[src/rtl/sdsh_pkg.sv]
`timescale 1ns / 1ps
package sdsh_pkg;

    localparam int unsigned SECTOR_BYTES   = 512;
    localparam int unsigned PREAMBLE_BYTES = 100;

    typedef enum logic [4:0] {
        PH_IDLE, PH_PRE, PH_CGAP, PH_CLEAD, PH_CBYTE, PH_CPOLL, PH_CEXTRA, PH_CEND,
        PH_XPRE, PH_XBYTE, PH_XPOLL, PH_RTOK, PH_RDATA, PH_RCRC,
        PH_WTOK, PH_WDATA, PH_WCRC, PH_WRESP, PH_WBUSY
    } phase_t;

    typedef enum logic [1:0] {
        REQ_BYTE  = 2'd0,
        REQ_INIT  = 2'd1,
        REQ_READ  = 2'd2,
        REQ_WRITE = 2'd3
    } req_t;

    typedef enum logic [2:0] {
        CMD_GO_IDLE = 3'd0,
        CMD_IF_COND = 3'd1,
        CMD_APP     = 3'd2,
        CMD_ACTIVATE = 3'd3,
        CMD_READ_OCR = 3'd4,
        CMD_BLOCKLEN = 3'd5
    } cmd_t;

    typedef enum logic [2:0] {
        REG_CMD_POLL   = 3'd0,
        REG_RW_POLL    = 3'd1,
        REG_TOKEN_POLL = 3'd2,
        REG_BUSY_POLL  = 3'd3,
        REG_RESET_RETRY = 3'd4,
        REG_ACT_RETRY  = 3'd5,
        REG_DATA_RESP  = 3'd6
    } reg_idx_t;

    // Configuration register contents shared between the register block and the core.
    typedef struct packed {
        logic [15:0] cmd_poll_limit;
        logic [15:0] rw_poll_limit;
        logic [19:0] token_poll_limit;
        logic [19:0] busy_poll_limit;
        logic [11:0] reset_retry_limit;
        logic [7:0]  activate_retry_limit;
        logic [7:0]  data_resp_limit;
    } cfg_t;

    // One result item.
    typedef struct packed {
        logic [7:0] tx_byte;
        logic       cs_level;
        logic       rd_valid;
        logic [7:0] rd_byte;
        logic       wr_taken;
        logic       op_done;
        logic       op_status;
        logic       card_ready;
        logic       card_v2;
    } result_t;

    // Byte k (0 to 5) of an initialisation command frame.
    function automatic logic [7:0] init_cmd_byte(input logic [2:0] cmd, input logic [2:0] k);
        logic [7:0]  code;
        logic [31:0] arg;
        logic [7:0]  crc;
        logic [7:0]  res;
        code = 8'd0;
        arg  = 32'd0;
        crc  = 8'hFF;
        case (cmd)
            CMD_GO_IDLE:  begin code = 8'd0;  crc = 8'h95; end
            CMD_IF_COND:  begin code = 8'd8;  arg = 32'h0000_01AA; crc = 8'h87; end
            CMD_APP:      code = 8'd55;
            CMD_ACTIVATE: begin code = 8'd41; arg = 32'h4000_0000; end
            CMD_READ_OCR: code = 8'd58;
            default:      begin code = 8'd16; arg = 32'(SECTOR_BYTES); end
        endcase
        case (k)
            3'd0:    res = 8'h40 | code;
            3'd1:    res = arg[31:24];
            3'd2:    res = arg[23:16];
            3'd3:    res = arg[15:8];
            3'd4:    res = arg[7:0];
            default: res = crc;
        endcase
        return res;
    endfunction

    // Byte k of a read or write command frame.
    function automatic logic [7:0] rw_cmd_byte(input logic wr, input logic [31:0] addr,
                                               input logic [2:0] k);
        logic [7:0] res;
        case (k)
            3'd0:    res = wr ? 8'h58 : 8'h51;
            3'd1:    res = addr[31:24];
            3'd2:    res = addr[23:16];
            3'd3:    res = addr[15:8];
            3'd4:    res = addr[7:0];
            default: res = 8'hFF;
        endcase
        return res;
    endfunction

endpackage

[src/rtl/sdsh_regs.sv]
`timescale 1ns / 1ps
module sdsh_regs (
    input  logic                 clk,
    input  logic                 rst_n,
    input  logic                 psel,
    input  logic                 penable,
    input  logic                 pwrite,
    input  logic [4:0]           paddr,
    input  logic [31:0]          pwdata,
    output logic [31:0]          prdata,
    output logic                 pready,
    output sdsh_pkg::cfg_t       cfg
);

    sdsh_pkg::cfg_t cfg_reg;
    logic [2:0]     idx;

    assign pready = 1'b1;
    assign idx    = paddr[4:2];
    assign cfg    = cfg_reg;

    // Register writes on the access phase of a transaction.
    always_ff @(posedge clk or negedge rst_n)
    begin
        if (!rst_n)
        begin
            cfg_reg.cmd_poll_limit       <= 16'd1000;
            cfg_reg.rw_poll_limit        <= 16'd10000;
            cfg_reg.token_poll_limit     <= 20'd1000000;
            cfg_reg.busy_poll_limit      <= 20'd500000;
            cfg_reg.reset_retry_limit    <= 12'd4095;
            cfg_reg.activate_retry_limit <= 8'd5;
            cfg_reg.data_resp_limit      <= 8'd20;
        end
        else if (psel && penable && pwrite)
        begin
            unique case (idx)
                sdsh_pkg::REG_CMD_POLL:    cfg_reg.cmd_poll_limit       <= pwdata[15:0];
                sdsh_pkg::REG_RW_POLL:     cfg_reg.rw_poll_limit        <= pwdata[15:0];
                sdsh_pkg::REG_TOKEN_POLL:  cfg_reg.token_poll_limit     <= pwdata[19:0];
                sdsh_pkg::REG_BUSY_POLL:   cfg_reg.busy_poll_limit      <= pwdata[19:0];
                sdsh_pkg::REG_RESET_RETRY: cfg_reg.reset_retry_limit    <= pwdata[11:0];
                sdsh_pkg::REG_ACT_RETRY:   cfg_reg.activate_retry_limit <= pwdata[7:0];
                sdsh_pkg::REG_DATA_RESP:   cfg_reg.data_resp_limit      <= pwdata[7:0];
                default: ;
            endcase
        end
    end

    // Read-back multiplexer.
    always_comb
    begin
        unique case (idx)
            sdsh_pkg::REG_CMD_POLL:    prdata = {16'd0, cfg_reg.cmd_poll_limit};
            sdsh_pkg::REG_RW_POLL:     prdata = {16'd0, cfg_reg.rw_poll_limit};
            sdsh_pkg::REG_TOKEN_POLL:  prdata = {12'd0, cfg_reg.token_poll_limit};
            sdsh_pkg::REG_BUSY_POLL:   prdata = {12'd0, cfg_reg.busy_poll_limit};
            sdsh_pkg::REG_RESET_RETRY: prdata = {20'd0, cfg_reg.reset_retry_limit};
            sdsh_pkg::REG_ACT_RETRY:   prdata = {24'd0, cfg_reg.activate_retry_limit};
            sdsh_pkg::REG_DATA_RESP:   prdata = {24'd0, cfg_reg.data_resp_limit};
            default:                   prdata = 32'd0;
        endcase
    end

endmodule

[src/rtl/sdsh_core.sv]
`timescale 1ns / 1ps
module sdsh_core (
    input  logic                clk,
    input  logic                rst_n,
    input  logic                step,
    input  logic [1:0]          req_type,
    input  logic [31:0]         sector,
    input  logic [7:0]          rx_byte,
    input  logic [7:0]          wr_byte,
    input  sdsh_pkg::cfg_t      cfg,
    output sdsh_pkg::result_t   res
);

    localparam logic [9:0] LAST_IDX = 10'(sdsh_pkg::SECTOR_BYTES - 1);
    localparam logic [9:0] PRE_LAST = 10'(sdsh_pkg::PREAMBLE_BYTES - 1);

    sdsh_pkg::phase_t phase_reg, phase_next;
    logic [9:0]  idx_reg, idx_next;
    logic [19:0] poll_reg, poll_next;
    logic [11:0] retry_reg, retry_next;
    logic        ready_reg, ready_next;
    logic        v2_reg, v2_next;
    logic [31:0] addr_reg, addr_next;
    logic [7:0]  lastr_reg, lastr_next;
    logic [2:0]  cmd_reg, cmd_next;
    logic        wr_reg, wr_next;

    logic [19:0] poll_inc;
    logic [11:0] retry_inc;
    logic [7:0]  resp;
    logic        cmd_fin;
    logic        op_end;
    logic        op_err;

    assign poll_inc  = poll_reg + 20'd1;
    assign retry_inc = retry_reg + 12'd1;

    // State registers; one step per accepted transaction.
    always_ff @(posedge clk or negedge rst_n)
    begin
        if (!rst_n)
        begin
            phase_reg <= sdsh_pkg::PH_IDLE;
            idx_reg   <= '0;
            poll_reg  <= '0;
            retry_reg <= '0;
            ready_reg <= 1'b0;
            v2_reg    <= 1'b0;
            addr_reg  <= '0;
            lastr_reg <= 8'hFF;
            cmd_reg   <= '0;
            wr_reg    <= 1'b0;
        end
        else if (step)
        begin
            phase_reg <= phase_next;
            idx_reg   <= idx_next;
            poll_reg  <= poll_next;
            retry_reg <= retry_next;
            ready_reg <= ready_next;
            v2_reg    <= v2_next;
            addr_reg  <= addr_next;
            lastr_reg <= lastr_next;
            cmd_reg   <= cmd_next;
            wr_reg    <= wr_next;
        end
    end

    // Next state of one byte exchange, and whether it ends the operation.
    always_comb
    begin
        phase_next = phase_reg;
        idx_next   = idx_reg;
        poll_next  = poll_reg;
        retry_next = retry_reg;
        ready_next = ready_reg;
        v2_next    = v2_reg;
        addr_next  = addr_reg;
        lastr_next = lastr_reg;
        cmd_next   = cmd_reg;
        wr_next    = wr_reg;
        resp       = lastr_reg;
        cmd_fin    = 1'b0;
        op_end     = 1'b0;
        op_err     = 1'b0;

        case (req_type)
            sdsh_pkg::REQ_INIT:
            begin
                if (ready_reg)
                begin
                    op_end     = 1'b1;
                    phase_next = sdsh_pkg::PH_IDLE;
                    idx_next   = '0;
                end
                else
                begin
                    retry_next = '0;
                    phase_next = sdsh_pkg::PH_PRE;
                    idx_next   = '0;
                end
            end
            sdsh_pkg::REQ_READ, sdsh_pkg::REQ_WRITE:
            begin
                if (!ready_reg)
                begin
                    op_end     = 1'b1;
                    op_err     = 1'b1;
                    phase_next = sdsh_pkg::PH_IDLE;
                    idx_next   = '0;
                end
                else
                begin
                    wr_next    = (req_type == sdsh_pkg::REQ_WRITE);
                    addr_next  = v2_reg ? sector : {sector[22:0], 9'd0};
                    phase_next = sdsh_pkg::PH_XPRE;
                    idx_next   = '0;
                end
            end
            default:
            begin
                unique case (phase_reg)
                    sdsh_pkg::PH_PRE:
                    begin
                        if (idx_reg < PRE_LAST)
                            idx_next = idx_reg + 10'd1;
                        else
                        begin
                            retry_next = '0;
                            cmd_next   = sdsh_pkg::CMD_GO_IDLE;
                            phase_next = sdsh_pkg::PH_CGAP;
                            idx_next   = '0;
                        end
                    end
                    sdsh_pkg::PH_CGAP:
                    begin
                        if (idx_reg < 10'd7)
                            idx_next = idx_reg + 10'd1;
                        else
                        begin
                            phase_next = sdsh_pkg::PH_CLEAD;
                            idx_next   = '0;
                        end
                    end
                    sdsh_pkg::PH_CLEAD:
                    begin
                        phase_next = sdsh_pkg::PH_CBYTE;
                        idx_next   = '0;
                    end
                    sdsh_pkg::PH_CBYTE:
                    begin
                        if (idx_reg < 10'd5)
                            idx_next = idx_reg + 10'd1;
                        else
                        begin
                            poll_next  = '0;
                            phase_next = sdsh_pkg::PH_CPOLL;
                            idx_next   = '0;
                        end
                    end
                    sdsh_pkg::PH_CPOLL:
                    begin
                        if (rx_byte != 8'hFF)
                            cmd_fin = 1'b1;
                        else
                        begin
                            poll_next = poll_inc;
                            if (poll_inc >= {4'd0, cfg.cmd_poll_limit})
                                cmd_fin = 1'b1;
                        end
                        if (cmd_fin)
                        begin
                            resp       = rx_byte;
                            lastr_next = rx_byte;
                            if ((cmd_reg == sdsh_pkg::CMD_IF_COND && rx_byte == 8'h01) ||
                                (cmd_reg == sdsh_pkg::CMD_READ_OCR && rx_byte == 8'h00))
                            begin
                                cmd_fin    = 1'b0;
                                phase_next = sdsh_pkg::PH_CEXTRA;
                                idx_next   = '0;
                            end
                        end
                    end
                    sdsh_pkg::PH_CEXTRA:
                    begin
                        if (idx_reg < 10'd3)
                            idx_next = idx_reg + 10'd1;
                        else
                            cmd_fin = 1'b1;
                    end
                    sdsh_pkg::PH_CEND:
                    begin
                        phase_next = sdsh_pkg::PH_CGAP;
                        idx_next   = '0;
                    end
                    sdsh_pkg::PH_XPRE:
                    begin
                        phase_next = sdsh_pkg::PH_XBYTE;
                        idx_next   = '0;
                    end
                    sdsh_pkg::PH_XBYTE:
                    begin
                        if (idx_reg < 10'd5)
                            idx_next = idx_reg + 10'd1;
                        else
                        begin
                            poll_next  = '0;
                            phase_next = sdsh_pkg::PH_XPOLL;
                            idx_next   = '0;
                        end
                    end
                    sdsh_pkg::PH_XPOLL:
                    begin
                        if (!rx_byte[7])
                        begin
                            lastr_next = rx_byte;
                            if (rx_byte != 8'h00)
                            begin
                                op_end = 1'b1;
                                op_err = 1'b1;
                            end
                            else if (wr_reg)
                            begin
                                phase_next = sdsh_pkg::PH_WTOK;
                                idx_next   = '0;
                            end
                            else
                            begin
                                poll_next  = '0;
                                phase_next = sdsh_pkg::PH_RTOK;
                                idx_next   = '0;
                            end
                        end
                        else
                        begin
                            poll_next = poll_inc;
                            if (poll_inc >= {4'd0, cfg.rw_poll_limit})
                            begin
                                lastr_next = 8'hFF;
                                op_end     = 1'b1;
                                op_err     = 1'b1;
                            end
                        end
                    end
                    sdsh_pkg::PH_RTOK:
                    begin
                        if (rx_byte != 8'hFF)
                        begin
                            if (rx_byte == 8'hFE)
                            begin
                                phase_next = sdsh_pkg::PH_RDATA;
                                idx_next   = '0;
                            end
                            else
                            begin
                                op_end = 1'b1;
                                op_err = 1'b1;
                            end
                        end
                        else
                        begin
                            poll_next = poll_inc;
                            if (poll_inc >= cfg.token_poll_limit)
                            begin
                                op_end = 1'b1;
                                op_err = 1'b1;
                            end
                        end
                    end
                    sdsh_pkg::PH_RDATA:
                    begin
                        if (idx_reg < LAST_IDX)
                            idx_next = idx_reg + 10'd1;
                        else
                        begin
                            phase_next = sdsh_pkg::PH_RCRC;
                            idx_next   = '0;
                        end
                    end
                    sdsh_pkg::PH_RCRC:
                    begin
                        if (idx_reg == 10'd0)
                            idx_next = 10'd1;
                        else
                            op_end = 1'b1;
                    end
                    sdsh_pkg::PH_WTOK:
                    begin
                        phase_next = sdsh_pkg::PH_WDATA;
                        idx_next   = '0;
                    end
                    sdsh_pkg::PH_WDATA:
                    begin
                        if (idx_reg < LAST_IDX)
                            idx_next = idx_reg + 10'd1;
                        else
                        begin
                            phase_next = sdsh_pkg::PH_WCRC;
                            idx_next   = '0;
                        end
                    end
                    sdsh_pkg::PH_WCRC:
                    begin
                        if (idx_reg == 10'd0)
                            idx_next = 10'd1;
                        else
                        begin
                            poll_next  = '0;
                            phase_next = sdsh_pkg::PH_WRESP;
                            idx_next   = '0;
                        end
                    end
                    sdsh_pkg::PH_WRESP:
                    begin
                        if (rx_byte != 8'hFF)
                        begin
                            if (rx_byte[4:0] == 5'h05)
                            begin
                                poll_next  = '0;
                                phase_next = sdsh_pkg::PH_WBUSY;
                                idx_next   = '0;
                            end
                            else
                            begin
                                op_end = 1'b1;
                                op_err = 1'b1;
                            end
                        end
                        else
                        begin
                            poll_next = poll_inc;
                            if (poll_inc >= {12'd0, cfg.data_resp_limit})
                            begin
                                op_end = 1'b1;
                                op_err = 1'b1;
                            end
                        end
                    end
                    sdsh_pkg::PH_WBUSY:
                    begin
                        if (rx_byte != 8'h00)
                            op_end = 1'b1;
                        else
                        begin
                            poll_next = poll_inc;
                            if (poll_inc >= cfg.busy_poll_limit)
                            begin
                                op_end = 1'b1;
                                op_err = 1'b1;
                            end
                        end
                    end
                    default:
                    begin
                        phase_next = sdsh_pkg::PH_IDLE;
                        idx_next   = '0;
                    end
                endcase

                // Conclusion of an initialisation command from its response.
                if (cmd_fin)
                begin
                    phase_next = sdsh_pkg::PH_CEND;
                    idx_next   = '0;
                    case (cmd_reg)
                        sdsh_pkg::CMD_GO_IDLE:
                        begin
                            if (resp == 8'h01)
                                cmd_next = sdsh_pkg::CMD_IF_COND;
                            else
                            begin
                                retry_next = retry_inc;
                                if (retry_inc >= cfg.reset_retry_limit)
                                begin
                                    op_end = 1'b1;
                                    op_err = 1'b1;
                                end
                            end
                        end
                        sdsh_pkg::CMD_IF_COND:
                        begin
                            if (resp == 8'h05 || resp == 8'h01)
                            begin
                                v2_next    = (resp == 8'h01);
                                retry_next = '0;
                                cmd_next   = sdsh_pkg::CMD_APP;
                            end
                            else
                            begin
                                op_end = 1'b1;
                                op_err = 1'b1;
                            end
                        end
                        sdsh_pkg::CMD_APP:
                            cmd_next = sdsh_pkg::CMD_ACTIVATE;
                        sdsh_pkg::CMD_ACTIVATE:
                        begin
                            if (resp == 8'h00)
                                cmd_next = sdsh_pkg::CMD_READ_OCR;
                            else if (resp == 8'h01)
                            begin
                                retry_next = retry_inc;
                                if (retry_inc >= {4'd0, cfg.activate_retry_limit})
                                begin
                                    op_end = 1'b1;
                                    op_err = 1'b1;
                                end
                                else
                                    cmd_next = sdsh_pkg::CMD_APP;
                            end
                            else
                            begin
                                op_end = 1'b1;
                                op_err = 1'b1;
                            end
                        end
                        sdsh_pkg::CMD_READ_OCR:
                        begin
                            if (resp == 8'h00)
                                cmd_next = sdsh_pkg::CMD_BLOCKLEN;
                            else
                            begin
                                op_end = 1'b1;
                                op_err = 1'b1;
                            end
                        end
                        default:
                        begin
                            op_end = 1'b1;
                            if (resp == 8'h00)
                                ready_next = 1'b1;
                            else
                                op_err = 1'b1;
                        end
                    endcase
                end

                // Every finishing exchange returns the sequencer to idle.
                if (op_end)
                begin
                    phase_next = sdsh_pkg::PH_IDLE;
                    idx_next   = '0;
                end
            end
        endcase
    end

    // Result of the exchange: the byte to send follows from the phase being entered.
    always_comb
    begin
        res          = '0;
        res.tx_byte  = 8'hFF;
        res.cs_level = 1'b1;

        if (op_end)
        begin
            res.op_done   = 1'b1;
            res.op_status = op_err;
        end
        else
        begin
            unique case (phase_next)
                sdsh_pkg::PH_CLEAD, sdsh_pkg::PH_CPOLL, sdsh_pkg::PH_CEXTRA,
                sdsh_pkg::PH_XPOLL, sdsh_pkg::PH_RTOK, sdsh_pkg::PH_RDATA,
                sdsh_pkg::PH_RCRC, sdsh_pkg::PH_WRESP, sdsh_pkg::PH_WBUSY:
                    res.cs_level = 1'b0;
                sdsh_pkg::PH_CBYTE:
                begin
                    res.tx_byte  = sdsh_pkg::init_cmd_byte(cmd_reg, idx_next[2:0]);
                    res.cs_level = 1'b0;
                end
                sdsh_pkg::PH_XBYTE:
                begin
                    res.tx_byte  = sdsh_pkg::rw_cmd_byte(wr_reg, addr_reg, idx_next[2:0]);
                    res.cs_level = 1'b0;
                end
                sdsh_pkg::PH_WTOK:
                begin
                    res.tx_byte  = 8'hFE;
                    res.cs_level = 1'b0;
                end
                sdsh_pkg::PH_WDATA:
                begin
                    res.tx_byte  = wr_byte;
                    res.cs_level = 1'b0;
                    res.wr_taken = 1'b1;
                end
                sdsh_pkg::PH_WCRC:
                begin
                    res.tx_byte  = 8'h00;
                    res.cs_level = 1'b0;
                end
                default:
                    ;
            endcase
        end

        // Sector data arrives on every card byte of the data phase.
        if (req_type == sdsh_pkg::REQ_BYTE && phase_reg == sdsh_pkg::PH_RDATA)
        begin
            res.rd_valid = 1'b1;
            res.rd_byte  = rx_byte;
        end

        res.card_ready = ready_next;
        res.card_v2    = v2_next;
    end

endmodule

[src/rtl/sd_spi_host_sequencer_unit.sv]
`timescale 1ns / 1ps
// SD card SPI-mode host sequencer. Each input transaction is either a request
// (init, read, write) or the byte the card returned for the last exchange; each
// produces exactly one result naming the next byte to shift out and the chip-select
// level. The sequencer state steps in the cycle a transaction is accepted and the
// result is held in an output register, so one transaction is taken every cycle
// while the output register is empty or being drained; the rate is set by the single
// state update between the input handshake and that register. The user must program
// limits over the APB port only while no operation is in flight; nothing enforces it.
module sd_spi_host_sequencer_unit (
    input  logic        clk,
    input  logic        rst_n,
    input  logic        psel,
    input  logic        penable,
    input  logic        pwrite,
    input  logic [4:0]  paddr,
    input  logic [31:0] pwdata,
    output logic [31:0] prdata,
    output logic        pready,
    input  logic        in_valid,
    output logic        in_ready,
    input  logic [1:0]  req_type,
    input  logic [31:0] sector,
    input  logic [7:0]  rx_byte,
    input  logic [7:0]  wr_byte,
    output logic        out_valid,
    input  logic        out_ready,
    output logic [7:0]  tx_byte,
    output logic        cs_level,
    output logic        rd_valid,
    output logic [7:0]  rd_byte,
    output logic        wr_taken,
    output logic        op_done,
    output logic        op_status,
    output logic        card_ready,
    output logic        card_v2
);

    sdsh_pkg::cfg_t    cfg;
    sdsh_pkg::result_t res_next;
    sdsh_pkg::result_t res_reg;
    logic              valid_reg;
    logic              step;

    assign in_ready = !valid_reg || out_ready;
    assign step     = in_valid && in_ready;

    sdsh_regs u_regs (
        .clk     (clk),
        .rst_n   (rst_n),
        .psel    (psel),
        .penable (penable),
        .pwrite  (pwrite),
        .paddr   (paddr),
        .pwdata  (pwdata),
        .prdata  (prdata),
        .pready  (pready),
        .cfg     (cfg)
    );

    sdsh_core u_core (
        .clk      (clk),
        .rst_n    (rst_n),
        .step     (step),
        .req_type (req_type),
        .sector   (sector),
        .rx_byte  (rx_byte),
        .wr_byte  (wr_byte),
        .cfg      (cfg),
        .res      (res_next)
    );

    // Output register valid flag.
    always_ff @(posedge clk or negedge rst_n)
    begin
        if (!rst_n)
            valid_reg <= 1'b0;
        else if (step)
            valid_reg <= 1'b1;
        else if (out_ready)
            valid_reg <= 1'b0;
    end

    // Output register payload.
    always_ff @(posedge clk)
    begin
        if (step)
            res_reg <= res_next;
    end

    assign out_valid  = valid_reg;
    assign tx_byte    = res_reg.tx_byte;
    assign cs_level   = res_reg.cs_level;
    assign rd_valid   = res_reg.rd_valid;
    assign rd_byte    = res_reg.rd_byte;
    assign wr_taken   = res_reg.wr_taken;
    assign op_done    = res_reg.op_done;
    assign op_status  = res_reg.op_status;
    assign card_ready = res_reg.card_ready;
    assign card_v2    = res_reg.card_v2;

endmodule

[config.mk]
export PLATFORM = sky130hd
export DESIGN_NAME = sd_spi_host_sequencer_unit
export DESIGN_NICKNAME = d
export VERILOG_FILES = /design/src/rtl/sdsh_pkg.sv /design/src/rtl/sdsh_regs.sv /design/src/rtl/sdsh_core.sv /design/src/rtl/sd_spi_host_sequencer_unit.sv
export SDC_FILE = /design/constraint.sdc
export NUM_CORES = 1
export LEC_CHECK = 0
export BUFFER_PORTS_ARGS = -buffer_cell sky130_fd_sc_hd__buf_4
export CAP_MARGIN = 5
export CORE_UTILIZATION = 50
export CTS_CLUSTER_DIAMETER = 60
export DETAILED_ROUTE_END_ITERATION = 8
export PLACE_DENSITY = 0.79
export SLEW_MARGIN = 20
export SYNTH_ARGS = -nofsm -noshare
export SYNTH_HDL_FRONTEND = slang
export SYNTH_SLANG_ARGS = --single-unit
[constraint.sdc]
create_clock -name clk -period 6.4 [get_ports clk]
set_clock_uncertainty 0.05 [all_clocks]
set_input_delay 0.32 -clock clk [delete_from_list [all_inputs] [get_ports clk]]
set_output_delay 0.32 -clock clk [all_outputs]
set_load 0.1 [all_outputs]
== Word-level counts from Yosys, hierarchy flattened ==
Index checks and enable logic that the tools add are counted.
Word-level totals
  register bits after elaboration: 217
  output and inout bits: 58
Cells by class
  add/subtract/negate cells: 3
  order comparisons: 12
  equality and inequality tests: 75
  multiplexer cells: 147
  bitwise operators: 2
  reductions and logical operators: 43
Operators with widths (count)
  20-bit 2-to-1 mux: 9
  10-bit 2-to-1 mux: 17
  20-bit case mux with 7 select lines: 1
  10-bit case mux with 12 select lines: 1
  20-bit case mux with 6 select lines: 1
  8-bit case mux with 5 select lines: 3
  12-bit 2-to-1 mux: 8
  31-bit case mux with 3 select lines: 1
  5-bit 2-to-1 mux: 17
  5-bit case mux with 16 select lines: 1
  5-bit by 4-bit equality test with 1-bit output, second input constant: 15
  1-bit 2-to-1 mux: 54
  5-bit by 3-bit equality test with 1-bit output, second input constant: 8
  20-bit by 16-bit >= comparator with 1-bit output: 2
  20-bit >= comparator: 2
  8-bit 2-to-1 mux: 5
  5-bit by 2-bit inequality test with 1-bit output, second input constant: 8
  12-bit case mux with 3 select lines: 1
  32-bit 2-to-1 mux: 1
  5-bit equality test, second input constant: 6
  3-bit 2-to-1 mux: 10
  6-bit case mux with 5 select lines: 1
  12-bit case mux with 2 select lines: 1
  20-bit by 1-bit adder with 20-bit output, second input constant: 1
  other kinds (56): 108

== Longest topological paths before layout ==
  depth in word-level cells: 20
  gate-level depth with buffers: 19
  gate-level depth less buffers: 18

== By module ==
Synthesis repeated with hierarchy kept, for this count alone.
Unflattened totals
  cell total of the unflattened synthesis: 1655
  area total of the unflattened synthesis: 15528.6 um^2
By module, submodules not included
  sdsh_core: instances 1, cells an instance 1277, area an instance 9835.7 um^2, sequential area each 2337.2 um^2
  sdsh_regs: instances 1, cells an instance 351, area an instance 4948.5 um^2, sequential area each 2553.7 um^2
  sd_spi_host_sequencer_unit: instances 1, cells an instance 27, area an instance 744.5 um^2, sequential area each 715.7 um^2

== Least setup slack after synthesis ==
OpenSTA, ideal clock, no wires.
  path type: register to register
  from: register u_core.poll_reg[9]
  to: register res_reg, in the netlist tx_byte[4], data pin
  setup time: 0.281 ns
  arrival time: 4.254 ns
  data required time: 6.069 ns
  setup slack: 1.816 ns
  stages on the path, launching flop included: 18
  buffers on the path: 2
  period minus slack after synthesis: 4.584 ns
  cell sequence: dfrtp_1 clkbuf_1 and3_1 nor3b_1 nand4_1 xnor2_1 ha_1 nor2b_1 a2111o_1 a21oi_2 o2111ai_2 a221oi_1 a221oi_1 a211oi_2 a21oi_1 buf_2 o21ai_0 nand4_1
On the way
  cells in the longest elaborated chain, start to end: 20
Ends and longest elaborated chain
  from (decl): line sdsh_core.sv:19  | logic [19:0] poll_reg, poll_next;
  from (signal assigned): line sdsh_core.sv:58  | poll_reg <= poll_next;
  20-bit by 1-bit adder with 20-bit output *: line sdsh_core.sv:35  | assign poll_inc = poll_reg + 20'd1;
  20-bit by 16-bit >= comparator with 1-bit output: line sdsh_core.sv:168  | if (poll_inc >= {4'd0, cfg.cmd_poll_limit})
  1-bit 2-to-1 mux: line sdsh_core.sv:168
  1-bit 2-to-1 mux: line sdsh_core.sv:163  | if (rx_byte != 8'hFF)
  1-bit 2-to-1 mux: line sdsh_core.sv:122  | unique case (phase_reg)
  1-bit 2-to-1 mux: line sdsh_core.sv:87  | case (req_type)
  8-bit 2-to-1 mux: line sdsh_core.sv:171  | if (cmd_fin)
  8-bit 2-to-1 mux: line sdsh_core.sv:122
  [4 not listed]
  1-bit case mux with 5 select lines: line sdsh_core.sv:365  | case (cmd_reg)
  1-bit 2-to-1 mux: line sdsh_core.sv:361  | if (cmd_fin)
  1-bit 2-to-1 mux: line sdsh_core.sv:87
  10-bit 2-to-1 mux: line sdsh_core.sv:439  | if (op_end)
  10-bit 2-to-1 mux
  3-bit equality test (tied with other cells): line sdsh_pkg.sv:80, sdsh_pkg.sv:95
  8-bit case mux with 5 select lines, on equally long branches: line sdsh_pkg.sv:95, sdsh_pkg.sv:80
  8-bit case mux with 5 select lines: line sdsh_core.sv:462  | unique case (phase_next)
  to (signal assigned): line sd_spi_host_sequencer_unit.sv:88  | res_reg <= res_next;
  to (decl): line sd_spi_host_sequencer_unit.sv:41  | sdsh_pkg::result_t res_reg;
Mark *: on every way between the ends. The rest lies on a longest branch, timed or not. The select of a mux whose other input is x is not followed.
A chain may end at the register's enable or synchronous reset.

== Worst setup path after layout ==
  from: register u_core.poll_reg[0]
  to: register u_core.idx_reg[6]
On the way
  cells in the longest elaborated chain, start to end: 17
Ends and longest elaborated chain
  20-bit by 1-bit adder with 20-bit output *: line sdsh_core.sv:35
  20-bit by 16-bit >= comparator with 1-bit output: line sdsh_core.sv:168
  1-bit 2-to-1 mux: line sdsh_core.sv:168
  1-bit 2-to-1 mux: line sdsh_core.sv:163
  1-bit 2-to-1 mux: line sdsh_core.sv:122
  1-bit 2-to-1 mux: line sdsh_core.sv:87
  8-bit 2-to-1 mux: line sdsh_core.sv:171
  8-bit 2-to-1 mux: line sdsh_core.sv:122
  8-bit 2-to-1 mux: line sdsh_core.sv:87
  8-bit by 1-bit equality test with 1-bit output or 8-bit by 3-bit equality test with 1-bit output (tied branches): line sdsh_core.sv:368, sdsh_core.sv:382, sdsh_core.sv:400
  1-bit 2-to-1 mux or 1-bit logical OR (tied branches): line sdsh_core.sv:400, sdsh_core.sv:382
  1-bit 2-to-1 mux, on equally long branches: line sdsh_core.sv:398, sdsh_core.sv:382
  1-bit case mux with 5 select lines: line sdsh_core.sv:365
  1-bit 2-to-1 mux: line sdsh_core.sv:361
  1-bit 2-to-1 mux: line sdsh_core.sv:87
  5-bit by 2-bit inequality test with 1-bit output (no source line) (tied with other cells)
  12-bit AND reduction (no source line) or 10-bit 2-to-1 mux (tied branches)
  to (signal assigned): line sdsh_core.sv:57  | idx_reg <= idx_next;
  to (decl): line sdsh_core.sv:18  | logic [9:0] idx_reg, idx_next;
Marks and branches as above.

==> flow_summary.toml <==
[cells_and_area]
largest_register_ff_count = 100
final_cell_area_um2 = 17700
multiInputGateArea_um2 = 8860
areaGrowthSynthToFinish_pct = 15.5
drive_above_1_share_pct = 17.3
fillerInstances = 2526
final_cells = 2284
fin_nets = 2062
antenna_cells = 0
seq_area_um2 = 5610

[drt]
drt_iter0_drc = 1327
num_vias = 14000
routed_wl_um = 44100
via_per_inst = 6.13
final_antenna_net_count = 0
remaining_drc_errors = 0
drt-wirelength-per-cell_um = 19.3
drt_pre_antenna_iters = 6

[cts]
clock_latency_ns = 0.56
cts.clk_slew.worst_paths_ns = 0.06
clk_path_buf_depth = 3
cts_resized = 0
numCtsBuffers = 27
h-tree-depth = 1
cts_tree = "yes"
cts_root_buf = "clkbuf_16"
cts.sinks = 217

[floorplanning]
die_h_um = 177
core_um2 = 29900
start_util_pct = 51.2
die_area_um2 = 31300
rows = 63
ios = 152
die_w_um = 177

[timing]
fmax_mhz = 175
grt_setup_unrepaired = "no"
finalWorstSetupSlack_ns = 0.696
drv_slew = 0
worst_pin_slew_ns = 1.01
setup_viol = 0
hold_viol = 0
maxSlewHeadroom_pct = 32.7
setup_tns_ns = 0
min_period_over_period_pct = 89.1
layout_min_cycle_time_ns = 5.70

[global_routing]
antenna_found_initial = 0
overflow = 0
gr-usage-all-layers_pct = 28.4
grt_max_degree = 82
grt_pass1_vias = 13600
grt_first_pass_wirelength_um = 71100

[worst_setup_path]
r2r_end = "u_core.idx_reg[6]"
worstSetupEndpointType = "flop"
cpMaxStageDelayCell = "a41oi_1"
r2r_slack_ns = 0.70
worst-endpoint-arrival_ns = 6.11
start_kind = "flop"
crit_fanout = 11
required_ns = 6.81
cpPeakStageDelay_ns = 0.71
ff2ff_path_depth = 16
crit_type = "flop to flop"
worstReg2RegStart = "u_core.poll_reg[0]"
crit_chain = "ha_1 -> nand2_1 -> nor2_1 -> xor2_1 -> ha_1 -> a21oi_1 -> o211ai_1 -> a31oi_1 -> o21ai_0 -> or4bb_1 -> a31oi_1 -> o31a_1 -> nor2_1 -> a41oi_1 -> nand3_1 -> o31ai_1"

[placed_design]
io_buffer_count = 124
dp.cells = 2202
postPlaceCellArea_um2 = 16500
hpwl_um = 32400
place_congestion = 0.976
dp_slack_ns = 0.817

[synthesis]
synth_seq_cells = 217
syn_inst = 1762
synth_edf_count = 23
synth_flop_cell = "dfrtp_1"
syn_area_um2 = 15300
yosys.cell_types.count = 100
avgSynthCellArea_um2 = 8.68
synth_seq_area_share_pct = 36.6
synth_warnings = 0
async_flop_share_pct = 89.4

[job]
max_cap_viol_count = 0

[worst_hold_path]
min_path_type = "input port to flop"
whs_endpoint = "u_core.addr_reg[28]"
holdPathStages = 3
min_from = "sector[28]"

[status]
status = "finished clean"

[power]
power.density_nw_per_um2 = 236
power.total_mw = 4.16
power_leakage_nw = 7.83
ir_worst_vdd_mv = 0.198
==> where the power goes <==
part	internal, mW	switching (mW)
clock	0.879	0.625
combinational	0.329	0.638
sequential	1.59	0.106
total	2.80	1.37
==> cell usage after synthesis, types with 5 or more instances <==
master / n / area (um^2)
nor3b_1: 5 / 37.5
inv_1: 116 / 435
a221oi_1: 7 / 61.3
mux2_2: 33 / 372
mux4_2: 14 / 315
or2_2: 11 / 68.8
nand3_1: 42 / 210
a211o_1: 5 / 43.8
a21o_1: 22 / 165
or3_1: 11 / 68.8
dfstp_2: 49 / 1290
a31oi_1: 20 / 125
ha_1: 95 / 1190
and4_1: 7 / 61.3
or4_1: 5 / 37.5
nor4_1: 12 / 75.1
buf_4: 14 / 105
clkbuf_1: 76 / 285
buf_1: 9 / 33.8
a2111oi_0: 6 / 52.6
o21ai_0: 195 / 976
nor2b_1: 23 / 144
buf_2: 5 / 25.0
nand3b_1: 8 / 60.1
xor2_1: 13 / 114
o22ai_1: 14 / 87.6
and3_1: 21 / 131
nand4_1: 33 / 206
edfxtp_1: 23 / 691
a22oi_1: 7 / 52.6
nand2_1: 246 / 923
o211ai_1: 19 / 143
a22o_1: 7 / 61.3
nand2b_1: 38 / 238
nor3_1: 27 / 135
a21oi_1: 62 / 310
nor2_1: 101 / 379
o31ai_1: 9 / 67.6
xnor2_1: 16 / 140
dfrtp_1: 145 / 3630
and2_1: 22 / 138
mux2i_1: 43 / 430
o21a_1: 12 / 90.1
a211oi_1: 11 / 82.6
==> routing by layer <==
metal	GRT usage, %	share of wire, %	wire (um)	up-vias
met5	0	0	0	-
met4	12.2	4.2	1860	0
met3	3.78	6.5	2870	114
met2	47.2	48	21000	614
met1	37.0	42	18300	6726
li1	-	-	-	6543
==> logic make-up (layout without fill, tap and decap cells) <==
family / count (synthesis) / in the layout / share of synthesized area (%)
multiplexers: 90 / 90 / 7.30
adder cells (fa/ha/maj): 96 / 96 / 7.83
flip-flops: 217 / 217 / 36.6
XOR/XNOR: 31 / 31 / 1.95
buffers and inverters: 223 / 344 / 5.90
other: 2 / 13 / 0.0491
AND/OR/NAND/NOR: 638 / 638 / 20.7
AO/OA/AOI/OAI: 465 / 465 / 19.6
==> critical path, delay by kind of cell, from the launching register on <==
family	cells	cell delay, ns
XOR/XNOR	1	0.63
adder cells (fa/ha/maj)	2	0.66
flip-flops	1	0.56
AO/OA/AOI/OAI	8	2.42
AND/OR/NAND/NOR	5	1.28
==> repair_timing <==
action,in CTS,in global routing
setup buffers,0,0
hold buffers,32,0
endpoints found under the hold margin,122,0
==> layout make-up <==
class	count	area share, %
Multi-Input combinational cell	1333	50.1
Sequential cell	217	31.7
Timing Repair Buffer	176	7.97
Clock buffer	36	4.07
Tap cell	390	2.76
Inverter	118	2.51
Clock inverter	14	0.850
==> worst max-delay path by stage <==
stage                                  start                end  slack (ns)  depth (start not counted)
after floorplan           u_core.poll_reg[9]         tx_byte[4]        1.82                         17
after global placement    u_core.poll_reg[0]  u_core.idx_reg[7]        0.91                         16
after detailed placement  u_core.poll_reg[0]  u_core.idx_reg[6]        0.82                         16
after CTS                 u_core.poll_reg[0]  u_core.idx_reg[6]        0.80                         16
after global routing      u_core.poll_reg[0]  u_core.idx_reg[7]        0.25                         16
final                     u_core.poll_reg[0]  u_core.idx_reg[6]        0.70                         16
==> placed cells by master, fill, tap and decap left out, drive strengths merged, types with 24 or more instances in the layout <==
cell type,count
o21ai,198
nor3,28
mux2i,43
nand3,43
dfrtp,145
buf,143
and2,24
nand2b,38
dfstp,49
dlygate4sd3,32
inv,121
nor2,103
nand2,246
clkbuf,37
ha,95
nand4,33
a21oi,63
mux2,33
==> metrics by stage <==
stage | hold slack, ns | utilization (%)
floorplan | -0.0256 | -
finish | 0.00656 | 59.2
global placement | 0.346 | 55.1
CTS | 0.00478 | 59.2
detailed placement | 0.337 | 55.2
global route | 0.0154 | 59.2
Note: power is estimated with default switching activity, not from simulation.
